**src/rtl/core/framed_stream_deframer_macros.svh**
```systemverilog
// Assertion helpers shared by the deframer RTL.
// Both macros sample on the block clock and are switched off while reset is held.
`ifndef FRAMED_STREAM_DEFRAMER_MACROS_SVH
`define FRAMED_STREAM_DEFRAMER_MACROS_SVH

// Same-cycle implication.
`define FSD_ASSERT_NOW(lbl, ante, cons) \
    lbl: assert property (@(posedge i_clk) disable iff (!i_rst_n) (ante) |-> (cons)) \
        else $error("framed_stream_deframer: same-cycle check failed");

// Implication checked in the next cycle.
`define FSD_ASSERT_NEXT(lbl, ante, cons) \
    lbl: assert property (@(posedge i_clk) disable iff (!i_rst_n) (ante) |=> (cons)) \
        else $error("framed_stream_deframer: next-cycle check failed");

`endif

```
**src/rtl/core/fsd_pkg.sv**
```systemverilog
package fsd_pkg;

    localparam int MAX_MARKER_BYTES = 4;
    localparam int MARKER_LIMIT_INT = (MAX_MARKER_BYTES < 4) ? MAX_MARKER_BYTES : 4;
    localparam logic [2:0] MARKER_LIMIT = 3'(MARKER_LIMIT_INT);
    localparam logic [2:0] LEN_FIELD_MAX = 3'd4;
    localparam logic [2:0] WINDOW_BYTES = 3'd4;

    localparam int CFG_INDEX_W = 3;
    localparam int CFG_DATA_W = 32;

    // Register reset values.
    localparam logic [31:0] RST_START_PATTERN = 32'd11;
    localparam logic [2:0] RST_START_LENGTH = 3'd1;
    localparam logic [31:0] RST_END_PATTERN = 32'd28;
    localparam logic [2:0] RST_END_LENGTH = 3'd1;
    localparam logic [31:0] RST_TRAILER_PATTERN = 32'd13;
    localparam logic [2:0] RST_TRAILER_LENGTH = 3'd1;
    localparam logic [2:0] RST_LEN_FIELD_BYTES = 3'd0;
    localparam logic [31:0] RST_MAX_PAYLOAD = 32'd65535;

    // Result queue between the front and the back.
    localparam int QUEUE_AW = 1;
    localparam int QUEUE_DEPTH = 1 << QUEUE_AW;

    typedef enum logic [CFG_INDEX_W-1:0] {
        CFG_START_PATTERN   = 3'd0,
        CFG_START_LENGTH    = 3'd1,
        CFG_END_PATTERN     = 3'd2,
        CFG_END_LENGTH      = 3'd3,
        CFG_TRAILER_PATTERN = 3'd4,
        CFG_TRAILER_LENGTH  = 3'd5,
        CFG_LEN_FIELD_BYTES = 3'd6,
        CFG_MAX_PAYLOAD     = 3'd7
    } t_cfg_index;

    typedef enum logic [2:0] {
        PH_HUNT    = 3'd0,
        PH_LENGTH  = 3'd1,
        PH_PAYLOAD = 3'd2,
        PH_END     = 3'd3,
        PH_TRAILER = 3'd4,
        PH_SEARCH  = 3'd5
    } t_phase;

    typedef struct packed {
        logic [7:0] out_byte;
        logic       byte_valid;
        logic       frame_end;
        logic       frame_good;
    } t_result;

    typedef struct packed {
        logic    valid;
        t_result res;
    } t_res_req;

endpackage

```
**src/rtl/core/fsd_front.sv**
```systemverilog
module fsd_front import fsd_pkg::*; (
    input  logic                   i_clk,
    input  logic                   i_rst_n,
    input  logic                   i_in_valid,
    input  logic [7:0]             i_in_byte,
    output logic                   o_in_stall,
    input  logic                   i_cfg_we,
    input  logic [CFG_INDEX_W-1:0] i_cfg_index,
    input  logic [CFG_DATA_W-1:0]  i_cfg_data,
    input  logic                   i_q_full,
    output t_res_req               o_push,
    output t_phase                 o_phase
);

    // Clamp a marker length into [lo, MARKER_LIMIT].
    function automatic logic [2:0] eff_len(input logic [2:0] v, input logic [2:0] lo);
        logic [2:0] r;
        if (v < lo) begin
            r = lo;
        end else if (v > MARKER_LIMIT) begin
            r = MARKER_LIMIT;
        end else begin
            r = v;
        end
        return r;
    endfunction

    // Newest n bytes of the window (oldest lowest) against the low n bytes of pat.
    function automatic logic window_match(input logic [31:0] win, input logic [31:0] pat,
                                          input logic [2:0] n);
        logic m;
        case (n)
            3'd2:    m = (win[31:16] == pat[15:0]);
            3'd3:    m = (win[31:8] == pat[23:0]);
            3'd4:    m = (win == pat);
            default: m = (win[31:24] == pat[7:0]);
        endcase
        return m;
    endfunction

    logic [31:0] r_start_pattern, r_end_pattern, r_trailer_pattern, r_max_payload;
    logic [2:0]  r_start_length, r_end_length, r_trailer_length, r_len_field_bytes;

    t_phase      r_phase, n_phase;
    logic [31:0] r_recent, n_recent;
    logic [31:0] r_acc, n_acc;
    logic [2:0]  r_fcnt, n_fcnt;
    logic [31:0] r_rem, n_rem;
    logic [2:0]  r_mcnt, n_mcnt;
    logic [2:0]  r_held, n_held;

    logic [2:0]  slen, elen, tlen, lfb;
    logic        accept, go_hunt, is_end, held_emit;
    logic [31:0] acc_upd, rem_dec, shifted, mark_pat;
    logic [2:0]  fcnt_inc, mcnt_inc, held_sat, held_new, hunt_held, mark_len;
    logic [1:0]  emit_idx;
    t_result     res;

    always_ff @(posedge i_clk) begin
        if (!i_rst_n) begin
            r_start_pattern   <= RST_START_PATTERN;
            r_start_length    <= RST_START_LENGTH;
            r_end_pattern     <= RST_END_PATTERN;
            r_end_length      <= RST_END_LENGTH;
            r_trailer_pattern <= RST_TRAILER_PATTERN;
            r_trailer_length  <= RST_TRAILER_LENGTH;
            r_len_field_bytes <= RST_LEN_FIELD_BYTES;
            r_max_payload     <= RST_MAX_PAYLOAD;
        end else if (i_cfg_we) begin
            case (t_cfg_index'(i_cfg_index))
                CFG_START_PATTERN:   r_start_pattern   <= i_cfg_data;
                CFG_START_LENGTH:    r_start_length    <= i_cfg_data[2:0];
                CFG_END_PATTERN:     r_end_pattern     <= i_cfg_data;
                CFG_END_LENGTH:      r_end_length      <= i_cfg_data[2:0];
                CFG_TRAILER_PATTERN: r_trailer_pattern <= i_cfg_data;
                CFG_TRAILER_LENGTH:  r_trailer_length  <= i_cfg_data[2:0];
                CFG_LEN_FIELD_BYTES: r_len_field_bytes <= i_cfg_data[2:0];
                CFG_MAX_PAYLOAD:     r_max_payload     <= i_cfg_data;
                default: ;
            endcase
        end
    end

    assign slen = eff_len(r_start_length, 3'd1);
    assign elen = eff_len(r_end_length, 3'd1);
    assign tlen = eff_len(r_trailer_length, 3'd0);
    assign lfb  = (r_len_field_bytes > LEN_FIELD_MAX) ? LEN_FIELD_MAX : r_len_field_bytes;

    assign o_in_stall = i_q_full;
    assign accept     = i_in_valid && !i_q_full;

    always_comb begin
        n_phase   = r_phase;
        n_recent  = r_recent;
        n_acc     = r_acc;
        n_fcnt    = r_fcnt;
        n_rem     = r_rem;
        n_mcnt    = r_mcnt;
        n_held    = r_held;
        res       = '0;
        go_hunt   = 1'b0;

        acc_upd   = r_acc | ({24'd0, i_in_byte} << {r_fcnt[1:0], 3'b000});
        fcnt_inc  = r_fcnt + 3'd1;
        rem_dec   = r_rem - 32'd1;
        mcnt_inc  = r_mcnt + 3'd1;
        shifted   = {i_in_byte, r_recent[31:8]};
        held_sat  = (r_held > WINDOW_BYTES) ? WINDOW_BYTES : r_held;
        held_emit = (held_sat >= elen) && (held_sat != 3'd0);
        held_new  = held_emit ? held_sat : held_sat + 3'd1;
        emit_idx  = 2'(WINDOW_BYTES - held_sat);
        hunt_held = (r_held < WINDOW_BYTES) ? r_held + 3'd1 : r_held;
        is_end    = (r_phase == PH_END);
        mark_pat  = is_end ? r_end_pattern : r_trailer_pattern;
        mark_len  = is_end ? elen : tlen;

        case (r_phase)
            PH_LENGTH: begin
                n_acc  = acc_upd;
                n_fcnt = fcnt_inc;
                if (fcnt_inc >= lfb) begin
                    if (acc_upd == 32'd0 || acc_upd > r_max_payload) begin
                        res.frame_end = 1'b1;
                        go_hunt       = 1'b1;
                    end else begin
                        n_rem   = acc_upd;
                        n_phase = PH_PAYLOAD;
                    end
                end
            end
            PH_PAYLOAD: begin
                res.out_byte   = i_in_byte;
                res.byte_valid = 1'b1;
                n_rem          = rem_dec;
                if (rem_dec == 32'd0) begin
                    n_phase = PH_END;
                    n_mcnt  = 3'd0;
                end
            end
            PH_END, PH_TRAILER: begin
                if (i_in_byte != mark_pat[{r_mcnt[1:0], 3'b000} +: 8]) begin
                    res.frame_end = 1'b1;
                    go_hunt       = 1'b1;
                end else begin
                    n_mcnt = mcnt_inc;
                    if (mcnt_inc >= mark_len) begin
                        if (is_end && tlen != 3'd0) begin
                            n_phase = PH_TRAILER;
                            n_mcnt  = 3'd0;
                        end else begin
                            res.frame_end  = 1'b1;
                            res.frame_good = 1'b1;
                            go_hunt        = 1'b1;
                        end
                    end
                end
            end
            PH_SEARCH: begin
                if (held_emit) begin
                    res.out_byte   = r_recent[{emit_idx, 3'b000} +: 8];
                    res.byte_valid = 1'b1;
                end
                n_recent = shifted;
                n_held   = held_new;
                if (held_new >= elen && window_match(shifted, r_end_pattern, elen)) begin
                    if (tlen != 3'd0) begin
                        n_phase  = PH_TRAILER;
                        n_mcnt   = 3'd0;
                        n_held   = 3'd0;
                        n_recent = 32'd0;
                    end else begin
                        res.frame_end  = 1'b1;
                        res.frame_good = 1'b1;
                        go_hunt        = 1'b1;
                    end
                end
            end
            default: begin
                n_recent = shifted;
                n_held   = hunt_held;
                if (hunt_held >= slen && window_match(shifted, r_start_pattern, slen)) begin
                    n_recent = 32'd0;
                    n_held   = 3'd0;
                    n_acc    = 32'd0;
                    n_fcnt   = 3'd0;
                    n_mcnt   = 3'd0;
                    n_phase  = (lfb != 3'd0) ? PH_LENGTH : PH_SEARCH;
                end
            end
        endcase

        if (go_hunt) begin
            n_phase  = PH_HUNT;
            n_recent = 32'd0;
            n_held   = 3'd0;
            n_acc    = 32'd0;
            n_fcnt   = 3'd0;
            n_rem    = 32'd0;
            n_mcnt   = 3'd0;
        end
    end

    always_ff @(posedge i_clk) begin
        if (!i_rst_n) begin
            r_phase  <= PH_HUNT;
            r_recent <= 32'd0;
            r_acc    <= 32'd0;
            r_fcnt   <= 3'd0;
            r_rem    <= 32'd0;
            r_mcnt   <= 3'd0;
            r_held   <= 3'd0;
        end else if (accept) begin
            r_phase  <= n_phase;
            r_recent <= n_recent;
            r_acc    <= n_acc;
            r_fcnt   <= n_fcnt;
            r_rem    <= n_rem;
            r_mcnt   <= n_mcnt;
            r_held   <= n_held;
        end
    end

    assign o_push.valid = accept && (res.byte_valid || res.frame_end);
    assign o_push.res   = res;
    assign o_phase      = r_phase;

endmodule

```
**src/rtl/core/fsd_queue.sv**
```systemverilog
module fsd_queue import fsd_pkg::*; (
    input  logic     i_clk,
    input  logic     i_rst_n,
    input  t_res_req i_push,
    input  logic     i_pop,
    output logic     o_full,
    output t_res_req o_head
);

    t_result             r_mem [QUEUE_DEPTH];
    logic [QUEUE_AW-1:0] r_wr, r_rd;
    logic [QUEUE_AW:0]   r_count, n_count;

    always_comb begin
        n_count = r_count;
        if (i_push.valid && !i_pop) begin
            n_count = r_count + (QUEUE_AW+1)'(1);
        end else if (!i_push.valid && i_pop) begin
            n_count = r_count - (QUEUE_AW+1)'(1);
        end
    end

    always_ff @(posedge i_clk) begin
        if (!i_rst_n) begin
            r_wr    <= '0;
            r_rd    <= '0;
            r_count <= '0;
        end else begin
            if (i_push.valid) begin
                r_wr <= r_wr + 1'b1;
            end
            if (i_pop) begin
                r_rd <= r_rd + 1'b1;
            end
            r_count <= n_count;
        end
    end

    always_ff @(posedge i_clk) begin
        if (i_push.valid) begin
            r_mem[r_wr] <= i_push.res;
        end
    end

    assign o_full       = (r_count == (QUEUE_AW+1)'(QUEUE_DEPTH));
    assign o_head.valid = (r_count != '0);
    assign o_head.res   = r_mem[r_rd];

endmodule

```
**src/rtl/core/fsd_back.sv**
```systemverilog
module fsd_back import fsd_pkg::*; (
    input  logic       i_clk,
    input  logic       i_rst_n,
    input  t_res_req   i_head,
    output logic       o_pop,
    input  logic       i_out_stall,
    output logic       o_out_valid,
    output logic [7:0] o_out_byte,
    output logic       o_byte_valid,
    output logic       o_frame_end,
    output logic       o_frame_good
);

    logic    r_valid;
    t_result r_res;

    // Refill the output register whenever it is empty or being taken.
    assign o_pop = i_head.valid && (!r_valid || !i_out_stall);

    always_ff @(posedge i_clk) begin
        if (!i_rst_n) begin
            r_valid <= 1'b0;
        end else if (o_pop) begin
            r_valid <= 1'b1;
        end else if (!i_out_stall) begin
            r_valid <= 1'b0;
        end
    end

    always_ff @(posedge i_clk) begin
        if (o_pop) begin
            r_res <= i_head.res;
        end
    end

    assign o_out_valid  = r_valid;
    assign o_out_byte   = r_res.out_byte;
    assign o_byte_valid = r_res.byte_valid;
    assign o_frame_end  = r_res.frame_end;
    assign o_frame_good = r_res.frame_good;

endmodule

```
**src/rtl/core/framed_stream_deframer.sv**
```systemverilog
// Throughput: one byte per clock while the queue is not full; the frame parser finishes
// each byte in the cycle it is accepted. A result enters the queue with its byte, then
// the output register. Bytes that produce no result (markers, length field, hunting) leave
// nothing behind. Reset (synchronous, active low): parser hunts for the start pattern,
// queue and output register empty, configuration registers back to their defaults.
`include "framed_stream_deframer_macros.svh"

module framed_stream_deframer import fsd_pkg::*; (
    input  logic                   i_clk,
    input  logic                   i_rst_n,
    // Byte input channel.
    input  logic                   i_in_valid,
    output logic                   o_in_stall,
    input  logic [7:0]             i_in_byte,
    // Result output channel.
    output logic                   o_out_valid,
    input  logic                   i_out_stall,
    output logic [7:0]             o_out_byte,
    output logic                   o_byte_valid,
    output logic                   o_frame_end,
    output logic                   o_frame_good,
    // Configuration write port.
    input  logic                   i_cfg_we,
    input  logic [CFG_INDEX_W-1:0] i_cfg_index,
    input  logic [CFG_DATA_W-1:0]  i_cfg_data
);

    // The front end owns the configuration and the frame parser. Every accepted
    // byte is classified in the cycle it arrives, and any request it produces
    // (a payload byte, a frame end marker, or both) is pushed into a short queue.
    // The input is stalled only while that queue is full, so the parser keeps
    // running while the downstream side holds a finished request.
    t_res_req push;
    t_res_req q_head;
    logic     q_full;
    logic     q_pop;
    t_phase   front_phase;

    fsd_front u_front (
        .i_clk       (i_clk),
        .i_rst_n     (i_rst_n),
        .i_in_valid  (i_in_valid),
        .i_in_byte   (i_in_byte),
        .o_in_stall  (o_in_stall),
        .i_cfg_we    (i_cfg_we),
        .i_cfg_index (i_cfg_index),
        .i_cfg_data  (i_cfg_data),
        .i_q_full    (q_full),
        .o_push      (push),
        .o_phase     (front_phase)
    );

    // The queue decouples the parser from the output handshake.
    fsd_queue u_queue (
        .i_clk   (i_clk),
        .i_rst_n (i_rst_n),
        .i_push  (push),
        .i_pop   (q_pop),
        .o_full  (q_full),
        .o_head  (q_head)
    );

    // The back end is the output register; it reloads from the queue whenever
    // it is empty or its request is taken, so an unstalled stream moves one per clock.
    fsd_back u_back (
        .i_clk        (i_clk),
        .i_rst_n      (i_rst_n),
        .i_head       (q_head),
        .o_pop        (q_pop),
        .i_out_stall  (i_out_stall),
        .o_out_valid  (o_out_valid),
        .o_out_byte   (o_out_byte),
        .o_byte_valid (o_byte_valid),
        .o_frame_end  (o_frame_end),
        .o_frame_good (o_frame_good)
    );

    // A request is only produced when the queue has room for it.
    `FSD_ASSERT_NOW(a_push_has_room, push.valid, !q_full)
    // The back end never pops an empty queue.
    `FSD_ASSERT_NOW(a_pop_has_data, q_pop, q_head.valid)
    // Every delivered request carries a payload byte or a frame end.
    `FSD_ASSERT_NOW(a_result_not_empty, o_out_valid, o_byte_valid || o_frame_end)
    // Closing a frame always sends the parser back to hunting.
    `FSD_ASSERT_NEXT(a_end_rehunts, push.valid && push.res.frame_end, front_phase == PH_HUNT)

endmodule
```
**config.mk**
```make
export PLATFORM = sky130hd
export DESIGN_NAME = framed_stream_deframer
export DESIGN_NICKNAME = d
export VERILOG_FILES = /design/src/rtl/core/fsd_pkg.sv /design/src/rtl/core/fsd_front.sv /design/src/rtl/core/fsd_queue.sv /design/src/rtl/core/fsd_back.sv /design/src/rtl/core/framed_stream_deframer.sv
export VERILOG_INCLUDE_DIRS = /design/src /design/src/rtl/core
export SDC_FILE = /design/constraint.sdc
export NUM_CORES = 1
export LEC_CHECK = 0
export ABC_AREA = 1
export BUFFER_PORTS_ARGS = -buffer_cell sky130_fd_sc_hd__buf_2
export CORE_MARGIN = 8
export CORE_UTILIZATION = 55
export DETAILED_ROUTE_END_ITERATION = 12
export GPL_ROUTABILITY_DRIVEN = 0
export PLACE_DENSITY = 0.71
export SLEW_MARGIN = 20
export SYNTH_ARGS = -nofsm -noshare
export SYNTH_HDL_FRONTEND = slang
export SYNTH_SLANG_ARGS = --single-unit
export TNS_END_PERCENT = 10
```
**constraint.sdc**
```tcl
create_clock -name i_clk -period 5 [get_ports i_clk]
set_input_delay 1.5 -clock i_clk [delete_from_list [all_inputs] [get_ports i_clk]]
set_output_delay 1.5 -clock i_clk [all_outputs]
set_load 0.02 [all_outputs]
```
==> results of run 1 <==
==> metal layers <==
metal	track usage [%]	share of wire, %
met2	45.8	41
met1	41.3	40
met3	7.81	13
met4	14.4	5.2
met5	0	0.024
==> report_power, final <==
group | switching, mW | leakage, nW | total (mW) | internal, mW
Sequential | 0.456 | 2.38 | 3.32 | 2.87
Clock | 1.05 | 0.549 | 2.50 | 1.46
Combinational | 4.70 | 5.50 | 6.90 | 2.21
Total | 6.20 | 8.43 | 12.7 | 6.53
==> flip-flops by register name, indices dropped and copies added, names as in the netlist, 8 cells and up <==
| name | cells |
|---|---|
| u_front.r_max_payload | 32 |
| u_back.o_out_byte | 8 |
| u_front.r_end_pattern | 32 |
| u_queue.r_mem | 22 |
| u_front.r_acc | 32 |
| u_front.r_start_pattern | 32 |
| u_front.r_trailer_pattern | 32 |
| u_front.r_recent | 32 |
| u_front.r_rem | 32 |
==> cells in the final DEF (no fill, tap or decap), types with 8 or more instances in the layout <==
cell         n
ha_1        56
nand4_1     58
clkinv_2     8
edfxtp_1    33
buf_4       52
nand2_1    559
o21ai_0    249
nor2_1     396
o21a_1       9
nand3_1    161
o21ai_1     13
inv_1      238
o211ai_1    16
xor2_1      62
xnor2_1     37
dfxtp_1    253
a21oi_1    204
nor3_1      30
buf_2       59
o22ai_1     29
clkbuf_16   34
==> critical path, stage by stage (launching register included) <==
cell,delay [ns]
dfxtp_1,0.33
inv_1,0.33
o21ai_0,0.22
inv_1,0.13
ha_1,0.23
inv_1,0.07
nand2_1,0.05
nand2_1,0.05
nand2_1,0.05
a31o_2,0.22
nand2_1,0.12
nand3b_1,0.11
xor2_1,0.21
inv_1,0.07
ha_1,0.31
a21oi_1,0.17
o211ai_1,0.13
nand3_1,0.13
nand2_1,0.10
nor2_4,0.12
buf_4,0.28
buf_4,0.43
o21ai_0,0.19
a21oi_1,0.18
o21a_1,0.12
==> cell families (layout without fill, tap and decap cells) <==
group / Yosys count / in the layout
xor gates and xnor gates: 99 / 99
buffers and inverters: 397 / 426
DFF: 286 / 286
AOI/OAI and AO/OA: 537 / 537
adders and majority gates: 56 / 56
and+or+nand+nor: 1227 / 1227
==> area by class of cell <==
class | instances | area (um^2)
timing repair buffer | 117 | 797
inverter | 247 | 927
clock inverter | 20 | 210
clock buffer | 42 | 901
multi-input combinational | 1919 | 9490
sequential | 286 | 6060
tap | 396 | 495
fill | 2911 | 11800
==> per-stage QoR <==
stage / cells / cell area, um^2 / util [%]
final: 3027 / 18900 / 61.5
after global routing: 3027 / 18900 / 61.5
after CTS: 3027 / 18900 / 61.5
after detailed placement: 2965 / 17800 / 57.9
after global placement: 2965 / 17800 / 57.9
after floorplan: 2602 / 17100 / -
==> worst min-delay path by stage <==
stage | start | end | cells after the start
after global placement | u_front.r_recent[0]$_SDFFE_PN0P_ | u_front.r_recent[0]$_SDFFE_PN0P_ | 2
after CTS | u_front.r_recent[0]$_SDFFE_PN0P_ | u_front.r_recent[0]$_SDFFE_PN0P_ | 2
after detailed placement | u_front.r_recent[0]$_SDFFE_PN0P_ | u_front.r_recent[0]$_SDFFE_PN0P_ | 2
after floorplan | u_front.r_end_length[0]$_SDFFE_PN1P_ | u_front.r_end_length[0]$_SDFFE_PN1P_ | 2
after global routing | u_front.r_recent[3]$_SDFFE_PN0P_ | u_front.r_recent[3]$_SDFFE_PN0P_ | 2
final | u_front.r_recent[0]$_SDFFE_PN0P_ | u_front.r_recent[0]$_SDFFE_PN0P_ | 2
==> results by group, run 1 <==
Floorplan
  – Core Rows: 64
  – Die area: between 30000 and 40000 um^2
  – DIE WIDTH: between 150 and 200 um
  – Starting Density: about 56%
  – Die Span Y: approximately 190 um
  – Core Region: 30700 um^2
  – Ports: a little over 60

Timing
  – Period utilization: between 80% and 90%
  – Min cycle time layout: approximately 4.4 ns
  – Final Worst Setup Slack: about 0.60 ns
  – Final Hold Fails: 0
  – Setup TNS: 0 ns
  – Fmax: around 0.23 GHz
  – Slew Limit Fails: 0
  – Slew of the pin with the lowest slew margin: roughly 1.1 ns
  – Unrepaired setup endpoints after global routing: false
  – Finish-stage setup viols: 0
  – Slew HR: about a quarter
  – Hold WS: 0.454 ns
  – Final Skew: 0.0189 ns

Yosys
  – Synth area leaders: dfxtp_1, nand2_1, nor2_1
  – Sequential area share after synthesis: between 30% and 40%
  – Synth top cells by count: nand2_1, nor2_1, dfxtp_1, o21ai_0, inv_1
  – Most common cell in the synthesized netlist: nand2_1
  – Cell Area, Synth: approximately 17000 um^2
  – Post-Synth Simple-Gate Area: approximately 29%
  – Seq cells post-synth: 286
  – Synth Warn #: 0
  – Post-synth ARST share: 0%
  – Synth Flop Type: dfxtp_1
  – Post-Synth XOR/XNOR Area: approximately 5%
  – Post-synth net total: about 2700
  – Synth Area in Compound Gates: ~17%
  – Post-synth cell types: 43
  – Synthesized instance count: around 2600
  – Mean Syn Cell Area: ~6.6 um^2
  – Post-synthesis mux area share: 0%
  – Post-synth top area share: ~30%
  – Dominant cell type by area after synthesis: dfxtp_1
  – Post-synthesis adder-cell area fraction: ~4%
  – Largest family of logic cells by synthesized area: simple AND/OR/NAND/NOR gates
  – EDFF count, synth: 33

Routing
  – First-pass iteration count of the detailed router: 6
  – Remaining DRCs: 0
  – DR iter-0 viols: between 2000 and 2500
  – Vias per inst: roughly 6
  – Per-cell routed wire length: 19.3 um
  – ANT nets after route: 0
  – Routed wire length: 58500 um
  – Vias: 18000

Final layout
  – Ratio of cells with drive above 1 in the final layout: 7.37%
  – Nets: 2709
  – ANT cells: 0
  – P&R area growth vs syn: 10.1%

Power and ir drop
  – Leak: roughly 8.4 nW
  – Peak supply drop: 0.366 mV
  – Tot Pwr: 12.7 mW
  – Pwr Density: around 670 nW/um^2

Setup path
  – Crit Path Class: flop to flop
  – Reg-to-reg critical path startpoint: u_front.r_end_length[2]$_SDFFE_PN0P_
  – R2r endpoint: u_front.r_rem[21]$_SDFFE_PN0P_
  – Worst-path fanout max: 34
  – Worst Setup SP: u_front.r_end_length[2]$_SDFFE_PN0P_
  – Worst setup endpoint: u_front.r_rem[21]$_SDFFE_PN0P_
  – Cell count of the worst reg-to-reg path: 24
  – CP Data Arrival Time: between 4 and 5 ns
  – CP required: between 5 and 6 ns
  – Startpoint Class: flop
  – FF-to-FF setup slack: approximately 0.6 ns
  – Worst setup EP type: flop

Clocking
  – Clock-pin slew on the worst setup and hold paths: 0.06 ns
  – Clk_lat worst skew: between 0.5 and 0.6 ns
  – Post-CTS setup buffer count: 0
  – Max clock buf depth: 3
  – Num CTS Buffers: 34
  – Clock sink count: between 200 and 300
  – Post-CTS Resized: 0
  – Root buffer cell: clkbuf_16
  – Hold Buf Count CTS: 0
  – H-tree depth: 2
  – CTS tree: done

Global route
  – Remaining Overflow, GRT: 0
  – Largest net degree at the start of global routing: between 80 and 90
  – Total GRT Usage: 30.8%
  – Initial antenna violation count: 1
  – First-pass GRT wire length: ~90000 um
  – Vias in the first global route: 16500

Place
  – Port buffer count: 60
  – Worst slack, placed: between 0.3 and 0.4 ns
  – Post-detailed-placement half-perimeter wirelength: approximately 42000 um

Hold path
  – Hold Crit Class: flop to flop

Outcome
  – Status: finished, final reports clean

Run
  – Maximum capacitance violations: 0
Power figures use the tool's default switching activity.
==> inputs of run 2 (changes only) <==
ABC_AREA = not set   (was 1)
MAX_ROUTING_LAYER = met4   (was not set)
==> results by group, run 2 <==
Place
  – Placed cell area: 17000 um^2
  – Port buffer count: 60
  – Post-detailed-placement half-perimeter wirelength: around 37000 um

Yosys
  – Post-synth top area share: between 30% and 40%
  – Post-synth net total: between 2000 and 2500
  – Cell Area, Synth: around 16000 um^2
  – Synthesized instance count: approximately 1900
  – Mean Syn Cell Area: around 8.4 um^2
  – Post-synth ARST share: 0%
  – Synth top cells by count: nand2_1, dfxtp_1, a21oi_1, xor2_1, clkbuf_1
  – Synth Flop Type: dfxtp_1
  – Dominant cell type by area after synthesis: dfxtp_1
  – Post-synth cell types: between 70 and 80
  – Synth Warn #: 0
  – EDFF count, synth: 33
  – Most common cell in the synthesized netlist: nand2_1
  – Sequential area share after synthesis: 37.3%
  – Synth area leaders: dfxtp_1, nand2_1, a21oi_1
  – Seq cells post-synth: approximately 290

Global route
  – First-pass GRT wire length: 79400 um
  – Remaining Overflow, GRT: 0
  – Initial antenna violation count: 0
  – Largest net degree at the start of global routing: 74
  – Vias in the first global route: approximately 14000
  – Total GRT Usage: about 29%

Routing
  – Remaining DRCs: 0
  – Vias per inst: between 6 and 7
  – First-pass iteration count of the detailed router: 7
  – ANT nets after route: 0
  – Routed wire length: around 52000 um
  – DR iter-0 viols: between 1500 and 2000
  – Vias: ~15000
  – Per-cell routed wire length: around 22 um

Clocking
  – Max clock buf depth: 3
  – H-tree depth: 2
  – Clock-pin slew on the worst setup and hold paths: about 0.06 ns
  – Clk_lat worst skew: about 0.52 ns
  – CTS tree: done
  – Hold Buf Count CTS: 0
  – Num CTS Buffers: 35
  – Root buffer cell: clkbuf_16
  – Clock sink count: 286

Setup path
  – Worst-path fanout max: 5
  – Worst setup EP type: flop
  – CP Data Arrival Time: about 5.3 ns
  – Startpoint Class: flop
  – Crit Path Class: flop to flop
  – FF-to-FF setup slack: between 0.1 and 0.15 ns
  – CP required: about 5.4 ns

Power and ir drop
  – Combinational power share: 39.1%
  – Switching share of power: between 30% and 40%
  – Peak supply drop: about 0.28 mV
  – Seq pwr share: approximately 33%
  – Cell internal pwr: 5.35 mW
  – Pwr Density: around 480 nW/um^2
  – P_sw: ~3.4 mW
  – Leak: between 7 and 8 nW
  – Clock power share: between 20% and 30%

Timing
  – Period utilization: between 90% and 100%
  – Fmax: 0.206 GHz
  – Slew of the pin with the lowest slew margin: 1.16 ns
  – Slew HR: about 22%
  – Final Hold Fails: 0
  – Slew Limit Fails: 0
  – Min cycle time layout: 4.86 ns
  – Finish-stage setup viols: 0
  – Hold WS: 0.455 ns
  – Setup TNS: 0 ns
  – Final Skew: 0.0246 ns
  – Unrepaired setup endpoints after global routing: true

Final layout
  – Ratio of cells with drive above 1 in the final layout: about an eighth
  – Register Area: slightly above 6000 um^2
  – Final instance area: between 15000 and 20000 um^2
  – ANT cells: 0
  – Nets: a little over 2000
  – Most frequent cells in the layout: nand2_1, dfxtp_1, a21oi_1, xor2_1, inv_1
  – Commonest non-fill, non-tap cell in the layout: nand2_1
  – P&R area growth vs syn: 12.1%
  – Area of the multi-input gates: between 9000 and 10000 um^2
  – Filler cell count: around 2600

Floorplan
  – DIE WIDTH: 188 um
  – Starting Density: 55.3%
  – Die area: 35300 um^2
  – Ports: roughly 60
  – Die Span Y: 188 um
  – Core Region: 29300 um^2
  – Core Rows: 63

Hold path
  – Hold Crit Class: flop to flop

Run
  – Maximum capacitance violations: 0

Outcome
  – Status: finished, final reports clean
[run 2: final cells by class]
cell class / count / share of cell area, %
Timing Repair Buffer: 128 / 5.10
Tap cell: 390 / 2.68
Clock inverter: 11 / 0.481
Multi-Input combinational cell: 1392 / 50.8
Sequential cell: 286 / 33.3
Inverter: 103 / 2.14
Clock buffer: 49 / 5.49
[run 2: per-stage QoR]
stage | setup slack (ns) | cells | power (mW) | util (%)
3_5_place_dp | -0.143 | 2297 | 6.18 | 58.0
4_1_cts | -0.00208 | 2357 | 8.60 | 61.7
5_1_grt | -0.0516 | 2359 | 9.18 | 62.0
3_3_place_gp | 0.0843 | 2295 | 6.12 | 57.9
6_report | 0.145 | 2359 | 8.78 | 62.0
2_1_floorplan | 0.0218 | 1936 | 5.20 | -
[run 2: worst paths after layout]
check / endpoint / from / depth (start not counted)
min: u_front.r_max_payload[25]$_SDFFE_PN0P_ / u_front.r_max_payload[25]$_SDFFE_PN0P_ / 2
min reg2reg: u_front.r_max_payload[25]$_SDFFE_PN0P_ / u_front.r_max_payload[25]$_SDFFE_PN0P_ / 2
max: u_queue.r_count[1]$_SDFFE_PN0P_ / u_front.r_held[2]$_SDFFE_PN0P_ / 23
max reg2reg: u_queue.r_count[1]$_SDFFE_PN0P_ / u_front.r_held[2]$_SDFFE_PN0P_ / 23
[run 2: repair_timing]
item | CTS | global route
setup buffers | 0 | 1
setup endpoints to repair | 92 | 94
pin swaps | 0 | 2
gates cloned | 0 | 1
resized for setup | 3 | 11
[run 2: routing by layer]
| layer | vias to the layer above | global-route usage (%) | part of all wire [%] |
|---|---|---|---|
| met2 | 880 | 41.5 | 42 |
| met5 | - | - | 0 |
| met3 | 136 | 7.11 | 12 |
| li1 | 6814 | - | - |
| met4 | 0 | 11.8 | 4.1 |
| met1 | 7024 | 39.0 | 42 |
[run 2: critical path: stages (launching register included)]
cell,delay [ns]
dfxtp_1,0.32
inv_2,0.10
ha_1,0.20
inv_2,0.08
ha_1,0.28
nand2b_1,0.14
maj3_1,0.37
a21oi_2,0.16
a21oi_2,0.08
nor3_2,0.15
xnor2_1,0.18
ha_1,0.30
a21oi_2,0.16
o21ai_2,0.09
and4_1,0.17
a41o_1,0.25
o311ai_4,0.34
and3_4,0.24
nand2b_1,0.08
o21a_1,0.23
ha_1,0.23
xor2_1,0.16
or3_1,0.32
a21oi_1,0.14
[run 2: power by group through the flow]
stage	sequential (mW)	clock (mW)	combinational (mW)
2_1_floorplan	2.75	0	2.45
3_3_place_gp	2.94	0	3.18
3_5_place_dp	2.95	0	3.22
4_1_cts	2.90	2.44	3.26
5_1_grt	2.94	2.54	3.71
6_report	2.92	2.43	3.43
[run 2: kinds of logic after synthesis]
family | after synthesis | synth area share [%]
buffers and inverters | 258 | 6.36
AOI/OAI and AO/OA | 434 | 17.2
and+or+nand+nor | 648 | 19.0
adders and majority gates | 57 | 4.38
xor gates and xnor gates | 185 | 9.99
DFF | 286 | 37.3
muxes | 68 | 5.77
